File: config.mk
export PLATFORM = sky130hd
export DESIGN_NAME = wavetable_sound_generator
export DESIGN_NICKNAME = d
export VERILOG_FILES = /design/src/hdl/wsg_pkg.sv /design/src/hdl/wsg_front.sv /design/src/hdl/wsg_engine.sv /design/src/hdl/wavetable_sound_generator.sv
export VERILOG_INCLUDE_DIRS = /design/src /design/src/hdl
export SDC_FILE = /design/constraint.sdc
export NUM_CORES = 2
export LEC_CHECK = 0
export ABC_AREA = 1
export BUFFER_PORTS_ARGS = -buffer_cell sky130_fd_sc_hd__buf_2
export CORE_MARGIN = 2
export CORE_UTILIZATION = 60
export DETAILED_ROUTE_END_ITERATION = 8
export GPL_TIMING_DRIVEN = 0
export PLACE_DENSITY_LB_ADDON = 0.12
export SLEW_MARGIN = 20
export SYNTH_ARGS = -nofsm -noshare
export SYNTH_HDL_FRONTEND = slang
export SYNTH_HIERARCHICAL = 1
export SYNTH_SLANG_ARGS = --single-unit
export TNS_END_PERCENT = 20
File: constraint.sdc
create_clock -name i_clk -period 15.6 [get_ports i_clk]
set_clock_uncertainty 0.1 [all_clocks]
set_input_delay 2.34 -clock i_clk [delete_from_list [all_inputs] [get_ports i_clk]]
set_output_delay 2.34 -clock i_clk [all_outputs]
set_load 0.02 [all_outputs]
File: src/hdl/assert_macros.svh
// assertion macros used by the rtl file wsg_engine
`ifndef ASSERT_MACROS_SVH
`define ASSERT_MACROS_SVH
`ifndef SYNTH
`define ASSERT_IMPL(label, clk, rst_n, prop) \
    label: assert property (@(posedge clk) disable iff (!rst_n) (prop)) else $error("assert failed");
`define ASSERT_NEXT(label, clk, rst_n, pre, post) \
    label: assert property (@(posedge clk) disable iff (!rst_n) (pre) |=> (post)) else $error("assert failed");
`else
`define ASSERT_IMPL(label, clk, rst_n, prop)
`define ASSERT_NEXT(label, clk, rst_n, pre, post)
`endif
`endif

File: src/hdl/wsg_pkg.sv
// ---------------------------------------------------------------------------
// wsg_pkg
// shared types and constants of the wavetable sound generator
// ---------------------------------------------------------------------------
`default_nettype none
package wsg_pkg;
    localparam int NumChannels   = 8;
    localparam int RamBytes      = 128;
    localparam int PhaseFracBits = 17;
    localparam int QueueDepth    = 2;

    typedef enum logic [1:0] {
        FUNC_TICK  = 2'd0,
        FUNC_WRITE = 2'd1,
        FUNC_ADDR  = 2'd2,
        FUNC_READ  = 2'd3
    } t_func;

    localparam logic [6:0] ChBase   = 7'h40;
    localparam logic [6:0] CountReg = 7'h7F;
    localparam logic [19:0] VolScale = 20'd576716;

    typedef struct packed {
        t_func      func;
        logic [7:0] data;
    } t_cmd;
endpackage
`default_nettype wire

File: src/hdl/wsg_front.sv
// ---------------------------------------------------------------------------
// wsg_front
// input side: accepts items and queues them for the engine
// ---------------------------------------------------------------------------
`default_nettype none
module wsg_front (
    input  wire            i_clk,
    input  wire            i_rst_n,
    input  wire            i_valid,
    output logic           o_ready,
    input  wire wsg_pkg::t_cmd i_cmd,
    output logic           o_valid,
    input  wire            i_ready,
    output wsg_pkg::t_cmd  o_cmd
);
    wsg_pkg::t_cmd r_q [wsg_pkg::QueueDepth];
    logic r_wp, r_rp;
    logic [1:0] r_cnt;
    logic w_push, w_pop;

    assign o_ready = (r_cnt != 2'd2);
    assign o_valid = (r_cnt != 2'd0);
    assign o_cmd   = r_q[r_rp];
    assign w_push  = i_valid && o_ready;
    assign w_pop   = o_valid && i_ready;

    // queue storage
    always_ff @(posedge i_clk) begin
        if (w_push) r_q[r_wp] <= i_cmd;
    end

    // queue pointers
    always_ff @(posedge i_clk) begin
        if (!i_rst_n) begin
            r_wp <= 1'b0; r_rp <= 1'b0; r_cnt <= 2'd0;
        end else begin
            if (w_push) r_wp <= ~r_wp;
            if (w_pop) r_rp <= ~r_rp;
            r_cnt <= r_cnt + {1'b0, w_push} - {1'b0, w_pop};
        end
    end
endmodule
`default_nettype wire

File: src/hdl/wsg_engine.sv
// ---------------------------------------------------------------------------
// wsg_engine
// back side: ram access, per-channel tick sequencer and result register
// ---------------------------------------------------------------------------
`default_nettype none
`include "assert_macros.svh"
module wsg_engine #(
    parameter int NUM_CHANNELS    = wsg_pkg::NumChannels,
    parameter int PHASE_FRAC_BITS = wsg_pkg::PhaseFracBits
) (
    input  wire            i_clk,
    input  wire            i_rst_n,
    input  wire            i_valid,
    output logic           o_ready,
    input  wire wsg_pkg::t_cmd i_cmd,
    output logic           o_valid,
    input  wire            i_ready,
    output logic [7:0]     o_read_data,
    output logic [13:0]    o_mix
);
    localparam int PW = PHASE_FRAC_BITS + 8;

    typedef enum logic [3:0] {
        S_IDLE, S_CWAIT, S_CNT, S_HI, S_VOL, S_LO, S_MID, S_START, S_CALC, S_WRAP,
        S_POS, S_SAMP, S_SCALE, S_NEXT, S_RWAIT, S_OUT
    } t_state;

    t_state r_state;
    logic [7:0]  r_ram [wsg_pkg::RamBytes];
    logic [6:0]  r_ptr;
    logic        r_inc;
    logic [PW-1:0] r_phase [8];
    logic [6:0]  r_cd [8];
    logic [10:0] r_lvl [8];

    logic [6:0]  r_raddr;
    logic [7:0]  r_rdata;
    logic        r_we;
    logic [6:0]  r_waddr;
    logic [7:0]  r_wdata;
    logic        r_clr;
    logic [6:0]  r_caddr;

    logic [2:0]  r_code, r_ch;
    logic [3:0]  r_n;
    logic [7:0]  r_hi, r_lo, r_mid;
    logic [3:0]  r_vol;
    logic [7:0]  r_start;
    logic [PW:0] r_sum;
    logic [8:0]  r_len;
    logic [2:0]  r_k;
    logic [7:0]  r_pos;
    logic [26:0] r_prod;
    logic        r_upd;
    logic [13:0] r_acc;
    logic        r_ovalid;
    logic [7:0]  r_rd;

    logic        w_take;
    logic [3:0]  w_active;
    logic [6:0]  w_base;
    logic [3:0]  w_nib;
    logic [8:0]  w_int;
    logic [14:0] w_dsub;
    logic        w_ge;
    logic [7:0]  w_ipos;

    assign w_take   = (r_state == S_IDLE) && i_valid && !r_ovalid && !r_clr;
    assign w_active = (r_code >= 3'(NUM_CHANNELS - 1)) ? 4'(NUM_CHANNELS) : {1'b0, r_code} + 4'd1;
    assign w_base   = wsg_pkg::ChBase + {1'b0, r_ch, 3'b000};
    assign w_nib    = r_pos[0] ? r_rdata[7:4] : r_rdata[3:0];
    // restoring remainder of the integer phase by the wave length
    assign w_int    = r_sum[PW:PHASE_FRAC_BITS];
    assign w_dsub   = 15'({6'd0, r_len} << r_k);
    assign w_ge     = ({6'd0, w_int} >= w_dsub);
    assign w_ipos   = r_sum[PW-1:PHASE_FRAC_BITS] + r_start;

    assign o_ready     = (r_state == S_IDLE) && !r_ovalid && !r_clr;
    assign o_valid     = r_ovalid;
    assign o_read_data = r_rd;
    assign o_mix       = r_acc;

    // ram with one write and one registered read port, zeroed after reset
    always_ff @(posedge i_clk) begin
        if (r_clr) r_ram[r_caddr] <= 8'h00;
        else if (r_we) r_ram[r_waddr] <= r_wdata;
        r_rdata <= r_ram[r_raddr];
    end

    // ram clearing pass after reset
    always_ff @(posedge i_clk) begin
        if (!i_rst_n) begin
            r_clr <= 1'b1; r_caddr <= '0;
        end else if (r_clr) begin
            r_caddr <= r_caddr + 7'd1;
            if (r_caddr == 7'h7F) r_clr <= 1'b0;
        end
    end

    // data write strobe
    always_ff @(posedge i_clk) begin
        if (!i_rst_n) r_we <= 1'b0;
        else r_we <= w_take && (i_cmd.func == wsg_pkg::FUNC_WRITE);
    end

    // control sequencer and channel state
    always_ff @(posedge i_clk) begin
        if (!i_rst_n) begin
            r_state <= S_IDLE; r_ovalid <= 1'b0; r_ptr <= '0; r_inc <= 1'b0;
            for (int k = 0; k < 8; k++) begin
                r_phase[k] <= '0; r_cd[k] <= '0; r_lvl[k] <= '0;
            end
            r_raddr <= '0;
            r_upd <= 1'b0;
        end else begin
            if (r_ovalid && i_ready) r_ovalid <= 1'b0;
            case (r_state)
                S_IDLE: if (w_take) begin
                    r_rd <= '0; r_acc <= '0;
                    case (i_cmd.func)
                        wsg_pkg::FUNC_TICK: begin
                            r_raddr <= wsg_pkg::CountReg; r_state <= S_CWAIT;
                        end
                        wsg_pkg::FUNC_WRITE: begin
                            r_waddr <= r_ptr; r_wdata <= i_cmd.data;
                            r_ptr <= r_ptr + {6'd0, r_inc}; r_ovalid <= 1'b1;
                        end
                        wsg_pkg::FUNC_ADDR: begin
                            r_ptr <= i_cmd.data[6:0]; r_inc <= i_cmd.data[7];
                            r_ovalid <= 1'b1;
                        end
                        default: begin
                            r_raddr <= r_ptr; r_ptr <= r_ptr + {6'd0, r_inc};
                            r_state <= S_RWAIT;
                        end
                    endcase
                end
                S_RWAIT: r_state <= S_OUT;
                S_OUT: begin r_rd <= r_rdata; r_ovalid <= 1'b1; r_state <= S_IDLE; end
                S_CWAIT: r_state <= S_CNT;
                S_CNT: begin
                    r_code <= r_rdata[6:4]; r_ch <= 3'd7; r_n <= 4'd0;
                    r_raddr <= wsg_pkg::ChBase + 7'd60; r_state <= S_HI;
                end
                S_HI: begin
                    if (r_n >= w_active) begin
                        r_ovalid <= 1'b1; r_state <= S_IDLE;
                    end else begin
                        r_raddr <= w_base + 7'd7; r_state <= S_VOL;
                    end
                end
                S_VOL: begin
                    r_hi <= r_rdata; r_raddr <= w_base; r_state <= S_LO;
                end
                S_LO: begin
                    r_vol <= r_rdata[3:0];
                    if ((r_hi[7:5] == 3'd0) || (r_rdata[3:0] == 4'd0)) begin
                        r_state <= S_NEXT;
                    end else if (r_cd[r_ch] != 7'd0) begin
                        r_cd[r_ch] <= r_cd[r_ch] - 7'd1;
                        r_acc <= r_acc + {3'd0, r_lvl[r_ch]};
                        r_state <= S_NEXT;
                    end else begin
                        r_raddr <= w_base + 7'd2; r_state <= S_MID;
                    end
                end
                S_MID: begin r_lo <= r_rdata; r_raddr <= w_base + 7'd6; r_state <= S_START; end
                S_START: begin r_mid <= r_rdata; r_state <= S_CALC; end
                S_CALC: begin
                    r_start <= r_rdata;
                    r_sum <= {1'b0, r_phase[r_ch]} +
                        (PW+1)'({r_hi[1:0], r_mid, r_lo});
                    r_len <= 9'd256 - {1'b0, r_hi & 8'hFC};
                    r_k <= 3'd6;
                    r_state <= S_WRAP;
                end
                // one remainder step per cycle, largest shifted length first
                S_WRAP: begin
                    if (w_ge) r_sum[PW:PHASE_FRAC_BITS] <= w_int - w_dsub[8:0];
                    if (r_k == 3'd0) r_state <= S_POS;
                    else r_k <= r_k - 3'd1;
                end
                S_POS: begin
                    r_phase[r_ch] <= r_sum[PW-1:0];
                    r_pos <= w_ipos;
                    r_raddr <= w_ipos[7:1];
                    r_state <= S_SAMP;
                end
                S_SAMP: begin r_raddr <= r_pos[7:1]; r_state <= S_SCALE; end
                S_SCALE: begin
                    r_prod <= 27'(w_nib * r_vol) * 27'(wsg_pkg::VolScale);
                    r_state <= S_NEXT;
                    r_cd[r_ch] <= 7'((({4'd0, r_code} + 7'd1) * 7'd15) - 7'd1);
                    r_upd <= 1'b1;
                end
                S_NEXT: begin
                    if (r_upd) begin
                        r_lvl[r_ch] <= r_prod[26:16];
                        r_acc <= r_acc + {3'd0, r_prod[26:16]};
                    end
                    r_upd <= 1'b0;
                    r_ch <= r_ch - 3'd1; r_n <= r_n + 4'd1;
                    r_raddr <= w_base - 7'd8 + 7'd4; r_state <= S_HI;
                end
                default: r_state <= S_IDLE;
            endcase
        end
    end

    `ASSERT_IMPL(a_ready_idle, i_clk, i_rst_n, o_ready |-> (r_state == S_IDLE))
    `ASSERT_IMPL(a_rd_zero_tick, i_clk, i_rst_n, (o_valid && o_mix != 14'd0) |-> (o_read_data == 8'd0))
    `ASSERT_NEXT(a_out_hold, i_clk, i_rst_n, (o_valid && !i_ready), o_valid)
endmodule
`default_nettype wire

File: src/hdl/wavetable_sound_generator.sv
// result valid: a write or address item on leaving S_IDLE, a data read after S_OUT
// tick: S_CWAIT, S_CNT, then per channel S_HI, S_VOL, S_LO, reload steps, S_NEXT
// throughput: one item in the engine at a time, the next taken after the result leaves
// reset: synchronous active low, clears pointer, channel state and queue
// a clearing pass then zeroes all 128 wave ram bytes before the engine takes an item
// ---------------------------------------------------------------------------
// wavetable_sound_generator
// eight-channel wavetable sound generator top level
// ---------------------------------------------------------------------------
`default_nettype none
module wavetable_sound_generator #(
    parameter int NUM_CHANNELS    = wsg_pkg::NumChannels,
    parameter int PHASE_FRAC_BITS = wsg_pkg::PhaseFracBits
) (
    input  wire         i_clk,
    input  wire         i_rst_n,
    input  wire         s_axis_tvalid,
    output logic        s_axis_tready,
    input  wire  [7:0]  s_axis_tdata,   // data[7:0]
    input  wire  [1:0]  s_axis_tuser,   // func[1:0]
    output logic        m_axis_tvalid,
    input  wire         m_axis_tready,
    output logic [23:0] m_axis_tdata    // read_data[7:0], mix[21:8], zero[23:22]
);
    wsg_pkg::t_cmd w_in_cmd, w_q_cmd;
    logic w_q_valid, w_q_ready;
    logic [7:0] w_rd;
    logic [13:0] w_mix;

    assign w_in_cmd.func = wsg_pkg::t_func'(s_axis_tuser);
    assign w_in_cmd.data = s_axis_tdata;
    assign m_axis_tdata = {2'b00, w_mix, w_rd};

    wsg_front u_front (
        .i_clk(i_clk), .i_rst_n(i_rst_n),
        .i_valid(s_axis_tvalid), .o_ready(s_axis_tready), .i_cmd(w_in_cmd),
        .o_valid(w_q_valid), .i_ready(w_q_ready), .o_cmd(w_q_cmd)
    );

    wsg_engine #(.NUM_CHANNELS(NUM_CHANNELS), .PHASE_FRAC_BITS(PHASE_FRAC_BITS)) u_engine (
        .i_clk(i_clk), .i_rst_n(i_rst_n),
        .i_valid(w_q_valid), .o_ready(w_q_ready), .i_cmd(w_q_cmd),
        .o_valid(m_axis_tvalid), .i_ready(m_axis_tready),
        .o_read_data(w_rd), .o_mix(w_mix)
    );
endmodule
`default_nettype wire
# --- Yosys cells after proc, flatten, opt, wreduce, memory -nomap -nowiden ---
# Memory sizes are Yosys's and may differ from the RTL's. A register that Yosys moved wholly into a read port is not among the register bits.
# Index checks and enable logic that the tools add are counted.
# Widths: inputs -> output; s select.
classes:
  addsub: 23
  n_mul: 3
  div_mod_pow: 0
  order_cmp: 3
  n_eq_ne: 29
  shift: 1
  n_mux: 78
  bitwise: 4
  n_reduce_logical: 49
op_table:
  columns: ["operator", "count"]
  rows:
  - ["$pmux 7 s9", 1]
  - ["$pmux 4 s15", 1]
  - ["$mux 14", 4]
  - ["$mux 7", 7]
  - ["$pmux 14 s3", 1]
  - ["$mux 1", 35]
  - ["$eq 4x4->1 const B", 8]
  - ["$add 14x11->14", 2]
  - ["$pmux 7 s2", 2]
  - ["$add 25x18->26", 1]
  - ["$mul 8x18->25 const B", 1]
  - ["$mux 25", 1]
  - ["$reduce_or 25->1", 1]
  - ["$mux 3", 8]
  - ["$mux 4", 6]
  - ["$add 7x3->7 const B", 3]
  - ["$pmux 9 s2", 1]
  - ["$reduce_and 2->1", 9]
  - ["$reduce_and 3->1", 6]
  - ["$eq 4x3->1 const B", 4]
  - ["$mux 8", 2]
  - ["$pmux 4 s2", 2]
  - ["$pmux 8 s2", 1]
  - ["$ge 9x15->1", 1]
  - ["other kinds (49)", 82]
word_totals:
  reg_bits: 188
  latch_bits: 0
  mem_bits_rw: 1388
  mem_bits_ro: 0
  in_bits: 14
  mem_count: 5
memory_table:
  columns: ["name", "depth", "width", "read_ports", "rd_clocked_by_memory_dff", "wr", "line", "rtl"]
  rows:
  - ["u_engine.r_ram", 128, 8, 1, 1, 1, "wsg_engine.sv:29", "logic [7:0] r_ram [wsg_pkg::RamBytes];"]
  - ["u_engine.r_phase", 8, 25, 1, 1, 8, "wsg_engine.sv:32", "logic [PW-1:0] r_phase [8];"]
  - ["u_engine.r_lvl", 8, 11, 1, 1, 8, "wsg_engine.sv:34", "logic [10:0] r_lvl [8];"]
  - ["u_engine.r_cd", 8, 7, 1, 1, 8, "wsg_engine.sv:33", "logic [6:0] r_cd [8];"]
  - ["u_front.r_q", 2, 10, 1, 1, 1, "wsg_front.sv:16", "wsg_pkg::t_cmd r_q [wsg_pkg::QueueDepth];"]

# --- Logic depth before layout (Yosys ltp) ---
logic_depth:
  word_depth: 9
  mapped_depth: 34

# --- Modules after synthesis ---
# The synthesis kept the hierarchy.
by_module_without_submodules:
  columns: ["mod", "instances", "cells_per_inst", "area_per_inst_um2"]
  rows:
  - ["wsg_engine", 1, 6154, 68368.1]
  - ["wsg_front", 1, 67, 1022.2]
  - ["wavetable_sound_generator", 1, 3, 18.8]

# --- Worst setup path after synthesis ---
# Ideal clock, no wire load.
synth_path:
  kind: "reg-to-reg"
  from: "register u_engine.r_pos[0]"
  to: "register u_engine.r_prod[24], data pin"
  setup_ns: 0.252
  arrival_time_ns: 5.792
  t_required_ns: 15.248
  path_slack_ns: 9.456
  path_stages_with_launch: 29
  period_less_slack_ns: 6.144
  cell_sequence: "edfxtp_1 clkbuf_1 o21ai_0 or2_2 fa_1 inv_1 fa_1 fa_1 a21oi_1 o21ai_0 xor2_1 inv_1 ha_1 ha_1 fa_1 inv_1 fa_1 inv_1 ha_1 a21oi_1 o21ai_0 a21oi_1 nand2_1 nand2_1 nand2_1 nand2_1 inv_1 nand2_1 nand2_1"
synth_between:
  elab_chain_len: 3
synth_lines:
  columns: ["element", "line", "rtl"]
  rows:
  - ["start, declared", "wsg_engine.sv:52", "logic [7:0] r_pos;"]
  - ["start signal, assigned", "wsg_engine.sv:185", "r_pos <= w_ipos;"]
  - ["$mux 4", "wsg_engine.sv:71", "assign w_nib = r_pos[0] ? r_rdata[7:4] : r_rdata[3:0];"]
  - ["$mul 4x4->8", "wsg_engine.sv:191", "r_prod <= 27'(w_nib * r_vol) * 27'(wsg_pkg::VolScale);"]
  - ["$mul 8x18->25", "wsg_engine.sv:191", null]
  - ["end signal, assigned", "wsg_engine.sv:191", null]
  - ["end, declared", "wsg_engine.sv:53", "logic [26:0] r_prod;"]
# No other way between the ends.
# A chain may end at the register's enable or synchronous reset.

# --- Final worst setup path ---
layout_path:
  from: "register u_engine.r_rdata[0], read port of u_engine.r_ram"
  to: "register u_engine.r_prod[24], data pin"
layout_between:
  elab_chain_len: 3
layout_lines:
  columns: ["element", "line", "rtl"]
  rows:
  - ["start, declared", "wsg_engine.sv:37", "logic [7:0] r_rdata;"]
  - ["$mux 4", "wsg_engine.sv:71", null]
  - ["$mul 4x4->8", "wsg_engine.sv:191", null]
  - ["$mul 8x18->25", "wsg_engine.sv:191", null]
# No other way between the ends.

==> impl_metrics.py <==
metrics = {
    "status": {
        "status": "finished clean",
    },
    "critical_path": {
        "r2r-end": "u_engine/r_prod[24]$_DFFE_PP_",
        "r2r_start": "u_engine/r_rdata[0]$_DFF_P_",
        "critPathKind": "flip-flop to flip-flop",
        "cp_data_required_time_ps": 16020,
        "cp-end-kind": "flip-flop",
        "rrSetupSlack_ps": 8200,
        "max_stage_delay_ps": 810,
        "slowest_stage": "o21ai_0",
        "worst_path_most_repeated_cell": "nand2_1",
        "reg2regPathDepth": 28,
        "start_kind": "flip-flop",
        "path_max_fanout": 7,
        "critPathArrivalTime_ps": 7820,
    },
    "job": {
        "cap_viol_max_count": 0,
    },
    "floorplan": {
        "row_count": 124,
        "die_height_um": 344,
        "die_x_um": 344,
        "start_util": 0.606,
        "core_um2": 115000,
        "dieArea_um2": 118000,
        "ioPinCount": 40,
    },
    "clock_network": {
        "numCtsBuffers": 159,
        "cts_tree": "built",
        "clk_pin_slew_worst_paths_ps": 60,
        "hold_buffers": 0,
        "ctsRootBufferMaster": "clkbuf_16",
        "cts_resized": 0,
        "htree_levels": 4,
        "cts.sink_count": 1572,
        "cts_buffer_depth": 3,
        "clock_latency_ps": 780,
        "post-cts-setup-buffer-count": 0,
    },
    "drt": {
        "routed_wirelength_um": 213000,
        "drtAntennaViolNets": 0,
        "drt_iter0_drc": 6843,
        "drt_first_pass_iters": 6,
        "route.detailed.drc": 0,
        "drt-wirelength-per-cell_um": 26.3,
        "vias": 50623,
        "viasPerCell": 6.24,
    },
    "synthesis": {
        "async_reset_ff_frac": 0,
        "synth_cell_types": 60,
        "synth.largest_area_cell": "edfxtp_1",
        "ys_top_cells_by_area": "edfxtp_1 (66%), nor2_1 (7.2%), o21ai_0 (5.1%)",
        "netlist.area_leader.share": 0.660,
        "synth_edf_count": 1526,
        "synth_warnings": 6,
        "synth_area_um2": 69400,
        "synth-seq-area-share": 0.673,
        "ys_seq_elements": 1572,
        "synth.avg_cell_area_um2": 11.2,
        "ys.flop_type": "edfxtp_1",
        "syn_inst": 6224,
    },
    "sta": {
        "fmax_mhz": 135,
        "worstMarginPinSlew_ps": 1310,
        "fin_setup_tns_ps": 0,
        "slew_viol_final": 0,
        "finalCritPeriodShare": 0.474,
        "slew_headroom": 0.120,
        "hold_viol_final": 0,
        "rsz0062_at_grt": "no",
        "post-route-min-period_ps": 7400,
        "setup_viol": 0,
    },
    "hold_path": {
        "hold_path_class": "flip-flop to flip-flop",
        "hold_end": "u_engine/r_waddr[5]$_DFFE_PP_",
        "hp-start": "u_engine/r_ptr[5]$_SDFFE_PN0P_",
        "hold_depth": 0,
    },
    "cells_and_area": {
        "final_cell_mix": "edfxtp_1 (1526), nor2_1 (1321), nand2_1 (816), o21ai_0 (698), o22ai_1 (291)",
        "finalInstanceArea_um2": 77700,
        "area_growth_pct": 12.0,
        "layout.cells.most_common": "edfxtp_1",
        "final_nets": 6631,
        "drive_above_1_share": 0.0906,
    },
    "place": {
        "dpl_cell_area_um2": 72600,
        "dp_hpwl_um": 153000,
        "portBuffers": 37,
        "place.gp.congestion": 0.986,
    },
    "grt": {
        "grt_pass1_vias": 47884,
        "grt_usage": 0.358,
        "grt_pass1_wl_um": 307000,
        "overflow": 0,
        "grt_max_degree": 34,
        "antenna_found_initial": 0,
    },
    "power": {
        "ir_worst_vdd_mv": 0.205,
        "power_density_nw_per_um2": 160,
        "p_leak_nw": 28.8,
    },
}
-- layer usage --
| metal | track usage | routed length [um] | vias to the layer above | share of wire |
|---|---|---|---|---|
| met5 | 0 | 0 | - | 0 |
| met4 | 0.211 | 14300 | 0 | 0.067 |
| met3 | 0.0666 | 22100 | 659 | 0.10 |
| met2 | 0.579 | 100000 | 3247 | 0.47 |
| met1 | 0.456 | 76600 | 24161 | 0.36 |
| li1 | - | - | 22556 | - |
-- worst max-delay path, delay by kind of cell (launching register included) --
family | cells | cell delay, ps
xor+xnor | 1 | 200
fa+ha+maj | 8 | 3550
simple gates | 7 | 590
compound gates | 6 | 1550
buf+inv | 6 | 490
flops | 1 | 650
-- sequential cells by signal (all words and copies together) (netlist names), 8 cells and up, named ones only --
name / cells
u_engine/r_ram: 1024
u_engine/r_phase: 200
u_engine/r_lvl: 88
u_engine/r_cd: 56
u_engine/r_sum: 26
u_front/r_q: 20
u_engine/o_mix: 14
u_engine/r_prod: 11
u_engine/o_read_data: 8
u_engine/r_hi: 8
u_engine/r_lo: 8
u_engine/r_mid: 8
u_engine/r_pos: 8
u_engine/r_rdata: 8
u_engine/r_start: 8
u_engine/r_wdata: 8
-- how the worst max path moves through the flow --
stage	depth (start not counted)	slack [ps]	to	from
2_1_floorplan	28	9460	u_engine/r_prod[24]$_DFFE_PP_	u_engine/r_pos[0]$_DFFE_PP_
3_3_place_gp	4	6120	u_engine/r_ram[61][4]$_DFFE_PP_	u_engine/r_clr$_SDFF_PN1_
3_5_place_dp	28	8200	u_engine/r_prod[24]$_DFFE_PP_	u_engine/r_rdata[0]$_DFF_P_
4_1_cts	28	8140	u_engine/r_prod[24]$_DFFE_PP_	u_engine/r_rdata[0]$_DFF_P_
5_1_grt	28	7940	u_engine/r_prod[24]$_DFFE_PP_	u_engine/r_rdata[0]$_DFF_P_
6_report	28	8200	u_engine/r_prod[24]$_DFFE_PP_	u_engine/r_rdata[0]$_DFF_P_
-- cell type report --
| cell class | count | area, um2 |
|---|---|---|
| buffer | 345 | 1640 |
| inverter | 279 | 1050 |
| timing repair buffer | 82 | 1110 |
| sequential | 1572 | 46700 |
| multi-input combinational | 4029 | 20200 |
| tap | 1512 | 1890 |
| clock buffer | 206 | 4280 |
| antenna | 2 | 5.00 |
| clock inverter | 88 | 820 |
| fill | 8441 | 36800 |
-- cells in the mapped netlist (all sizes together), types with 23 or more instances --
cell    number
dfxtp       46
xor2        29
nor2      1359
a21oi      105
ha         126
clkbuf     182
inv        265
nand3      262
a31oi       28
edfxtp    1526
buf        163
nor3        34
nand4       27
nand2      850
fa          23
o21ai      777
o22ai      291
-- cells by family (layout without fill, tap and decap cells) --
logic type / Yosys count / in the layout / synth area share
AO/OA/AOI/OAI: 1260 / 1260 / 0.100
buffers and inverters: 624 / 1000 / 0.0388
adder cells (fa/ha/maj): 149 / 149 / 0.0293
flip-flops: 1572 / 1572 / 0.673
multiplexers: 10 / 10 / 0.00216
other: 1 / 4 / 0.0000540
XOR/XNOR: 43 / 43 / 0.00543
AND/OR/NAND/NOR: 2565 / 2565 / 0.150
-- power by group --
part | switching, W | internal [W] | total (W)
sequential | 0.0000971 | 0.00481 | 0.00491
combinational | 0.00256 | 0.00121 | 0.00377
clock | 0.00160 | 0.00214 | 0.00374
-- per-stage QoR --
stage / setup slack [ps] / total power, W / std cells / hold slack, ps / util
CTS: 8140 / 0.0124 / 8113 / 333 / 0.679
global route: 7940 / 0.0130 / 8113 / 339 / 0.679
finish: 8200 / 0.0124 / 8115 / 338 / 0.679
detailed placement: 8200 / 0.00868 / 7819 / 320 / 0.634
global placement: 6120 / 0.00862 / 7774 / 315 / 0.624
floorplan: 9460 / 0.00755 / 6225 / 308 / -
Note: power is estimated with default switching activity, not from simulation.
